File: src/rtl/core/slec_pkg.sv
// shared types, codes and command word table for the serial line editor
package slec_pkg;

  // default sizes handed to the top level parameters
  localparam int unsigned LineMaxDefault    = 511;
  localparam int unsigned MatchDepthDefault = 12;

  // control characters
  localparam logic [7:0] ChNul   = 8'h00;
  localparam logic [7:0] ChBs    = 8'h08;
  localparam logic [7:0] ChLf    = 8'h0A;
  localparam logic [7:0] ChCr    = 8'h0D;
  localparam logic [7:0] ChSpace = 8'h20;
  localparam logic [7:0] ChDel   = 8'h7F;

  // result kinds
  localparam logic KindEcho = 1'b0;
  localparam logic KindCmd  = 1'b1;

  // command codes outside the word table
  localparam logic [3:0] CmdEmpty   = 4'd0;
  localparam logic [3:0] CmdUnknown = 4'd9;

  // command word table, bytes in line order, unused tail bytes zero
  localparam int unsigned WordCount  = 8;
  localparam int unsigned WordMaxLen = 11;

  localparam logic [7:0] WordText [WordCount][WordMaxLen] = '{
    '{8'h3F, 8'h00, 8'h00, 8'h00, 8'h00, 8'h00, 8'h00, 8'h00, 8'h00, 8'h00, 8'h00},
    '{8'h64, 8'h69, 8'h73, 8'h6B, 8'h00, 8'h00, 8'h00, 8'h00, 8'h00, 8'h00, 8'h00},
    '{8'h69, 8'h6E, 8'h69, 8'h74, 8'h00, 8'h00, 8'h00, 8'h00, 8'h00, 8'h00, 8'h00},
    '{8'h73, 8'h79, 8'h6E, 8'h63, 8'h00, 8'h00, 8'h00, 8'h00, 8'h00, 8'h00, 8'h00},
    '{8'h72, 8'h65, 8'h73, 8'h65, 8'h74, 8'h00, 8'h00, 8'h00, 8'h00, 8'h00, 8'h00},
    '{8'h74, 8'h72, 8'h69, 8'h6D, 8'h20, 8'h66, 8'h72, 8'h65, 8'h65, 8'h00, 8'h00},
    '{8'h74, 8'h72, 8'h69, 8'h6D, 8'h20, 8'h66, 8'h75, 8'h6C, 8'h6C, 8'h65, 8'h72},
    '{8'h74, 8'h72, 8'h69, 8'h6D, 8'h20, 8'h66, 8'h75, 8'h6C, 8'h6C, 8'h00, 8'h00}
  };

  localparam int unsigned WordLen [WordCount] = '{1, 4, 4, 4, 5, 9, 11, 9};

  localparam logic [3:0] WordCode [WordCount] = '{
    4'd1, 4'd2, 4'd3, 4'd4, 4'd5, 4'd6, 4'd7, 4'd8
  };

  // response class of one received byte
  typedef enum logic [1:0] {
    RespChar,
    RespErase,
    RespEol
  } resp_e;

  // decoded response handed from the line stage to the result sequencer
  typedef struct packed {
    resp_e      resp;
    logic [7:0] char_val;
    logic [3:0] cmd_code;
  } desc_t;

endpackage

File: src/rtl/core/slec_line.sv
// input register, edit line state and command word match
module slec_line #(
  parameter int unsigned LINE_MAX    = slec_pkg::LineMaxDefault,
  parameter int unsigned MATCH_DEPTH = slec_pkg::MatchDepthDefault
) (
  input  logic            clk_i,
  input  logic            rst_ni,
  input  logic            in_valid_i,
  output logic            in_ready_o,
  input  logic [7:0]      rx_byte_i,
  output logic            desc_valid_o,
  output slec_pkg::desc_t desc_o,
  input  logic            desc_ready_i
);

  localparam int unsigned LenW = $clog2(LINE_MAX + 1);

  logic                 rx_valid_q;
  logic [7:0]           rx_q;
  logic [LenW-1:0]      len_q;
  logic [LenW-1:0]      len_d;
  logic [7:0]           prefix_q [MATCH_DEPTH];
  logic [31:0]          len_ext;
  logic                 is_eol;
  logic                 is_erase;
  logic                 line_full;
  logic                 line_empty;
  logic                 has_result;
  logic                 consume;
  logic                 store_char;
  logic [slec_pkg::WordCount-1:0] word_hit;
  logic [3:0]           cmd_code;

  assign len_ext    = 32'(len_q);
  assign line_full  = (len_q == LenW'(LINE_MAX));
  assign is_eol     = rx_q inside {slec_pkg::ChCr, slec_pkg::ChLf};
  assign is_erase   = rx_q inside {slec_pkg::ChBs, slec_pkg::ChDel};
  assign line_empty = (len_q == '0) || (prefix_q[0] == slec_pkg::ChNul);

  // byte class and whether it produces any result
  always_comb begin
    if (is_eol) begin
      has_result = 1'b1;
    end else if (is_erase) begin
      has_result = (len_q != '0);
    end else begin
      has_result = !line_full;
    end
  end

  assign consume      = rx_valid_q && (desc_ready_i || !has_result);
  assign in_ready_o   = !rx_valid_q || consume;
  assign desc_valid_o = rx_valid_q && has_result;
  assign store_char   = consume && !is_eol && !is_erase && !line_full;

  // word match: exact bytes, then end of line or a stored nul right after
  always_comb begin
    for (int w = 0; w < slec_pkg::WordCount; w++) begin
      word_hit[w] = (len_ext == slec_pkg::WordLen[w]) ||
                    ((len_ext > slec_pkg::WordLen[w]) &&
                     (prefix_q[slec_pkg::WordLen[w]] == slec_pkg::ChNul));
      for (int i = 0; i < slec_pkg::WordMaxLen; i++) begin
        if ((i < slec_pkg::WordLen[w]) && (prefix_q[i] != slec_pkg::WordText[w][i])) begin
          word_hit[w] = 1'b0;
        end
      end
    end
  end

  // command code selection
  always_comb begin
    cmd_code = slec_pkg::CmdUnknown;
    for (int w = 0; w < slec_pkg::WordCount; w++) begin
      if (word_hit[w]) begin
        cmd_code = slec_pkg::WordCode[w];
      end
    end
    if (line_empty) begin
      cmd_code = slec_pkg::CmdEmpty;
    end
  end

  // descriptor for the result sequencer
  always_comb begin
    desc_o.char_val = rx_q;
    desc_o.cmd_code = cmd_code;
    if (is_eol) begin
      desc_o.resp = slec_pkg::RespEol;
    end else if (is_erase) begin
      desc_o.resp = slec_pkg::RespErase;
    end else begin
      desc_o.resp = slec_pkg::RespChar;
    end
  end

  // next line length
  always_comb begin
    len_d = len_q;
    if (consume) begin
      if (is_eol) begin
        len_d = '0;
      end else if (is_erase) begin
        if (len_q != '0) begin
          len_d = len_q - LenW'(1);
        end
      end else if (!line_full) begin
        len_d = len_q + LenW'(1);
      end
    end
  end

  // control registers
  always_ff @(posedge clk_i or negedge rst_ni) begin
    if (!rst_ni) begin
      rx_valid_q <= 1'b0;
      len_q      <= '0;
    end else begin
      len_q <= len_d;
      if (in_valid_i && in_ready_o) begin
        rx_valid_q <= 1'b1;
      end else if (consume) begin
        rx_valid_q <= 1'b0;
      end
    end
  end

  // input byte register
  always_ff @(posedge clk_i) begin
    if (in_valid_i && in_ready_o) begin
      rx_q <= rx_byte_i;
    end
  end

  // kept line prefix, written at the current length
  always_ff @(posedge clk_i) begin
    for (int i = 0; i < MATCH_DEPTH; i++) begin
      if (store_char && (len_ext == i)) begin
        prefix_q[i] <= rx_q;
      end
    end
  end

endmodule

File: src/rtl/core/slec_emit.sv
// result sequencer: holds one response and issues its result transfers
module slec_emit (
  input  logic            clk_i,
  input  logic            rst_ni,
  input  logic            desc_valid_i,
  input  slec_pkg::desc_t desc_i,
  output logic            desc_ready_o,
  output logic            out_valid_o,
  input  logic            out_ready_i,
  output logic            kind_o,
  output logic [7:0]      echo_byte_o,
  output logic [3:0]      command_o,
  output logic            last_o
);

  localparam logic [1:0] StepFirst = 2'd0;
  localparam logic [1:0] StepMid   = 2'd1;
  localparam logic [1:0] StepLast  = 2'd2;

  slec_pkg::desc_t desc_q;
  logic            busy_q;
  logic [1:0]      step_q;
  logic            out_xfer;

  assign out_valid_o  = busy_q;
  assign out_xfer     = busy_q && out_ready_i;
  assign desc_ready_o = !busy_q || (out_xfer && last_o);

  // result fields for the current step
  always_comb begin
    kind_o      = slec_pkg::KindEcho;
    echo_byte_o = slec_pkg::ChNul;
    command_o   = slec_pkg::CmdEmpty;
    last_o      = 1'b1;
    case (desc_q.resp)
      slec_pkg::RespChar: begin
        echo_byte_o = desc_q.char_val;
      end
      slec_pkg::RespErase: begin
        echo_byte_o = (step_q == StepMid) ? slec_pkg::ChSpace : slec_pkg::ChBs;
        last_o      = (step_q == StepLast);
      end
      slec_pkg::RespEol: begin
        last_o = (step_q == StepLast);
        if (step_q == StepFirst) begin
          echo_byte_o = slec_pkg::ChCr;
        end else if (step_q == StepMid) begin
          echo_byte_o = slec_pkg::ChLf;
        end else begin
          kind_o    = slec_pkg::KindCmd;
          command_o = desc_q.cmd_code;
        end
      end
      default: begin
        last_o = 1'b1;
      end
    endcase
  end

  // sequencer control
  always_ff @(posedge clk_i or negedge rst_ni) begin
    if (!rst_ni) begin
      busy_q <= 1'b0;
      step_q <= StepFirst;
    end else begin
      if (desc_valid_i && desc_ready_o) begin
        busy_q <= 1'b1;
        step_q <= StepFirst;
      end else if (out_xfer) begin
        if (last_o) begin
          busy_q <= 1'b0;
          step_q <= StepFirst;
        end else begin
          step_q <= step_q + 2'd1;
        end
      end
    end
  end

  // response payload
  always_ff @(posedge clk_i) begin
    if (desc_valid_i && desc_ready_o) begin
      desc_q <= desc_i;
    end
  end

endmodule

File: src/rtl/core/serial_line_editor_command_decoder_unit.sv
// top level of the serial line editor with command word decoder
// the line stage, then the sequencer, register a byte before its first result is given
// throughput: one byte per cycle for plain echoes unless the result port stalls; erase
//   and line end give three results each through the sequencer's single result port
// bytes with no result (full line, erase on empty line) need not wait for the sequencer
// reset clears the line length and empties both stages; kept line bytes are not cleared
module serial_line_editor_command_decoder_unit #(
  parameter int unsigned LINE_MAX    = slec_pkg::LineMaxDefault,
  parameter int unsigned MATCH_DEPTH = slec_pkg::MatchDepthDefault
) (
  input  logic       clk_i,
  input  logic       rst_ni,
  input  logic       in_valid_i,
  output logic       in_ready_o,
  input  logic [7:0] rx_byte_i,
  output logic       out_valid_o,
  input  logic       out_ready_i,
  output logic       kind_o,
  output logic [7:0] echo_byte_o,
  output logic [3:0] command_o,
  output logic       last_o
);

  logic            desc_valid;
  logic            desc_ready;
  slec_pkg::desc_t desc;

  // line state and decode
  slec_line #(
    .LINE_MAX   (LINE_MAX),
    .MATCH_DEPTH(MATCH_DEPTH)
  ) u_line (
    .clk_i       (clk_i),
    .rst_ni      (rst_ni),
    .in_valid_i  (in_valid_i),
    .in_ready_o  (in_ready_o),
    .rx_byte_i   (rx_byte_i),
    .desc_valid_o(desc_valid),
    .desc_o      (desc),
    .desc_ready_i(desc_ready)
  );

  // result sequencing
  slec_emit u_emit (
    .clk_i       (clk_i),
    .rst_ni      (rst_ni),
    .desc_valid_i(desc_valid),
    .desc_i      (desc),
    .desc_ready_o(desc_ready),
    .out_valid_o (out_valid_o),
    .out_ready_i (out_ready_i),
    .kind_o      (kind_o),
    .echo_byte_o (echo_byte_o),
    .command_o   (command_o),
    .last_o      (last_o)
  );

  // a command result always closes its byte and carries no echo byte
  a_cmd_is_last: assert property (@(posedge clk_i) disable iff (!rst_ni)
    out_valid_o && (kind_o == slec_pkg::KindCmd) |-> last_o && (echo_byte_o == 8'h00))
    else $error("command result not last or with echo byte");

  // echo results carry no command code
  a_echo_no_cmd: assert property (@(posedge clk_i) disable iff (!rst_ni)
    out_valid_o && (kind_o == slec_pkg::KindEcho) |-> (command_o == slec_pkg::CmdEmpty))
    else $error("echo result with command code");

  // a transfer that is not last is followed by another pending result
  a_more_follows: assert property (@(posedge clk_i) disable iff (!rst_ni)
    out_valid_o && out_ready_i && !last_o |=> out_valid_o)
    else $error("result sequence cut short");

  // the decoded response is never dropped while the sequencer is busy
  a_desc_held: assert property (@(posedge clk_i) disable iff (!rst_ni)
    desc_valid && !desc_ready |=> desc_valid && $stable(desc))
    else $error("decoded response lost");

endmodule

File: config.mk
export PLATFORM = sky130hd
export DESIGN_NAME = serial_line_editor_command_decoder_unit
export DESIGN_NICKNAME = d
export VERILOG_FILES = /design/src/rtl/core/slec_pkg.sv /design/src/rtl/core/slec_line.sv /design/src/rtl/core/slec_emit.sv /design/src/rtl/core/serial_line_editor_command_decoder_unit.sv
export SDC_FILE = /design/constraint.sdc
export NUM_CORES = 1
export LEC_CHECK = 0
export BUFFER_PORTS_ARGS = -buffer_cell sky130_fd_sc_hd__clkbuf_2
export CAP_MARGIN = 20
export CORE_MARGIN = 5
export CORE_UTILIZATION = 35
export CTS_CLUSTER_DIAMETER = 60
export DETAILED_ROUTE_END_ITERATION = 7
export HOLD_SLACK_MARGIN = 0.05
export SLEW_MARGIN = 30
export SYNTH_ARGS = -nofsm -noshare
export SYNTH_HDL_FRONTEND = slang
export SYNTH_SLANG_ARGS = --single-unit
File: constraint.sdc
create_clock -name clk_i -period 2.97 [get_ports clk_i]
set_input_delay 0.1485 -clock clk_i [delete_from_list [all_inputs] [get_ports clk_i]]
set_output_delay 0.1485 -clock clk_i [all_outputs]
set_load 0.02 [all_outputs]
==> parameters.txt <==
Parameter                              Value

Floorplanning
  Die footprint    18,800 sq um
  Number of I/O pins    28
  Effective utilization at floorplan    35.61%
  Chip Width    137.1 microns
  Total number of placement rows    46
  Die Height    137.1 microns
  Core area    15,890 sq um

Global route
  Maximum number of pins on one net before global-route repair    19
  First-pass GRT wire length    20.18 mm
  GR Overflow Total    0
  Via count of the first global-routing pass    3,651
  Number of antenna violations at the first check in global routing    0
  GRT Total Usage    14.56%

Timing
  Setup Viol. Count Final    0
  Setup Total Neg Slack    0 ns
  Final WS setup    0.2350 ns
  Setup repair after global routing missed its margin    false
  Actual transition at the worst max-transition pin    0.6683 ns
  Share of the cycle needed by the critical path after routing    92.09%
  Min Clock Period, post-route    2.735 ns
  Slew Viols, Final    0
  Headroom to the max-slew limit    55.03%
  Final Hold Vio Count    0
  Post-route clock skew    0.006991 ns
  Highest clock frequency the design can meet    0.3656 GHz

Setup path
  Required @ worst endpoint    2.82 ns
  Family with the most delay on the worst path    compound AO/OA/AOI/OAI gates
  Nature of the critical path startpoint    flop
  Cells traversed along the worst timing path    or4_4 -> a211o_2 -> o211ai_2 -> a21boi_2 -> nand3_1 -> clkbuf_2
  Launch point of the worst reg-to-reg path    u_line.len_q[4]
  Crit path capture type    output pin
  Crit path arrival time    2.59 ns
  Worst reg-to-reg path cell count    8
  Crit path kind    flop to output pin
  Endpoint of the lowest-slack register-to-register path    u_line.prefix_q[1][31]
  Slowest stage cell, crit path    or4_4
  Flop2flop setup slack    0.29 ns
  Number of buffer and inverter stages on the critical path    1
  Crit path largest cell delay    0.58 ns
  Top fanout value on the critical path    11

Routing
  Routed wirelength normalized by instance count    18.61 microns
  Final ANT Viol Nets    0
  DR vias/cell    5.376
  Total number of vias    3,704
  Final Routed Wirelength    12.82 mm
  Remaining design rule violation count    0
  Detailed-router iteration count before antenna repair    5
  Drt initial violations    289

Yosys
  Main flop type after synthesis    edfxtp_1
  Share of synthesized flip-flops with an asynchronous set or reset    9.924%
  Yosys top cell area share    62.64%
  Count of cell types in the netlist    65
  Portion of the post-synthesis area used by sequential elements    68.39%
  Cell types with the largest area share after synthesis    edfxtp_1, dfrtp_1, ha_1
  Syn Inst Count    392
  Synth Net Count    417
  Syn. warnings    0
  Combined area of all synthesized cells    5657 sq um
  Number of flip-flops and latches in the synthesized netlist    131
  Cell type with the highest aggregate area in the netlist    edfxtp_1
  Mean post-synth cell area    14.43 sq um
  Number of enable-type register cells in the synthesized netlist    118

Cells and area
  Most frequent standard cell in the layout excluding fill and tap cells    edfxtp_1
  Share of cells above drive strength 1    17.97%
  Number of filler cells placed in the layout    1,451
  Layout overhead on the synthesized area    20.33%
  Commonest cells after routing, fill and taps aside    edfxtp_1, clkbuf_2, and2_1, buf_4
  Non-Filler Instances    689
  Footprint of the multi-input gates    1685 sq um
  Storage cell area    3869 sq um
  Net count of the finished layout    485
  Antenna cell count    0

Clock tree
  Maximum clock path buffer count    2
  Number of resized instances in the post-cts repair step    0
  CTS buffer count    17
  Worst skew pair latency    0.41 ns
  Number of levels the H-tree was split into    4
  CTS tree    built
  CTS clk-pin slew, worst paths    0.06 ns
  Clock Tree Root    clkbuf_16
  Setup Fix Bufs, Post-CTS    0
  Hold bufs inserted after CTS    10
  Sinks on the clock net    131

Status
  Run status    complete, no violations

Placed design
  Estimated wirelength of the detail-placed design    8.925 mm
  Post-placement worst setup slack    0.2974 ns
  Cell count after placement    647
  Final estimated routing congestion in global placement    0.8992
  Count of buffers from port buffering    27

Worst hold path
  Launch point of the worst hold path    out_ready_i
  Hold Path End    u_emit.step_q[0]
  Hold path cells    3
  Type of the tightest min-delay check    primary input to flop

Power
  Pleak    2.331 nW
  Pwr dens    784.4 nW/um^2
  Total power of the final layout    5.339 mW
  Peak supply drop    0.4216 mV

Run
  MaxCap Viol Count    0
cell usage after synthesis, types with 4 or more instances:
master / instances
a21oi_1: 13
a32o_1: 4
and2_1: 20
and3_1: 5
dfrtp_1: 13
edfxtp_1: 118
ha_1: 13
inv_1: 13
nand2_1: 17
nand3_1: 11
nand3b_1: 5
nand4_1: 14
nand4b_1: 7
nor2_1: 13
nor3_1: 14
nor4_1: 13
nor4b_1: 5
nor4bb_1: 8
o21ai_0: 12
or3_1: 6
flip-flops by register name, summed over array words and instances (netlist names):
register / flops
u_line.len_q: 9
u_line.rx_valid_q: 1
u_emit.desc_q: 14
u_emit.step_q: 2
u_emit.out_valid_o: 1
u_line.rx_q: 8
u_line.prefix_q: 96
worst max-delay path by stage:
stage                    start  slack, ns                      to  cells past startpoint
2_1_floorplan   u_line.rx_q[4]       0.34          u_line.rx_q[0]                      6
3_3_place_gp   u_line.len_q[4]       0.35  u_line.prefix_q[1][28]                      8
3_5_place_dp   u_line.len_q[4]       0.30  u_line.prefix_q[1][28]                      8
4_1_cts         u_line.rx_q[4]       0.23              in_ready_o                      6
5_1_grt         u_line.rx_q[4]       0.14              in_ready_o                      6
6_report        u_line.rx_q[4]       0.23              in_ready_o                      6
cell families after synthesis:
logic type,Yosys count,synth area share [%]
flip-flops,131,68.39
XOR/XNOR,1,0.1549
adder cells (fa/ha/maj),13,2.876
AND/OR/NAND/NOR,165,18.62
buffers and inverters,21,1.814
multiplexers,2,0.3539
AO/OA/AOI/OAI,59,7.786
layout make-up:
class / instances / area share [%]
well taps: 216 / 3.971
inverters: 15 / 0.9007
clock buffers: 19 / 6.360
multi-input cells: 240 / 24.76
flip-flops and latches: 131 / 56.84
clock inverters: 13 / 1.728
repair buffers: 55 / 5.441
where the power goes:
part           switching [mW]  total (mW)  internal (mW)
clock network           0.719        1.93           1.21
logic                   0.718        1.08          0.358
registers               0.103        2.33           2.23
stage by stage:
step	utilization [%]	cell area (sq um)	hold slack (ns)
3_5_place_dp	38.75	6156	0.07530
4_1_cts	42.85	6807	0.1120
2_1_floorplan	-	5657	-0.1471
3_3_place_gp	38.75	6156	0.06980
5_1_grt	42.85	6807	0.1279
6_report	42.85	6807	0.1385
worst register-to-register path, delay by kind of cell, from the launching register on:
family,cells,cell delay [ns]
AND/OR/NAND/NOR,6,1.47
adder cells (fa/ha/maj),1,0.21
buffers and inverters,1,0.18
flip-flops,1,0.47
layer usage:
metal / GRT usage [%] / part of all wire, % / up-vias
met1: 19.67 / 45 / 1818
met3: 3.419 / 6.2 / 26
li1: - / - / 1709
met2: 22.59 / 46 / 151
met5: 0 / 0 / -
met4: 5.987 / 2.1 / 0
(Power assumes the default switching activity.)
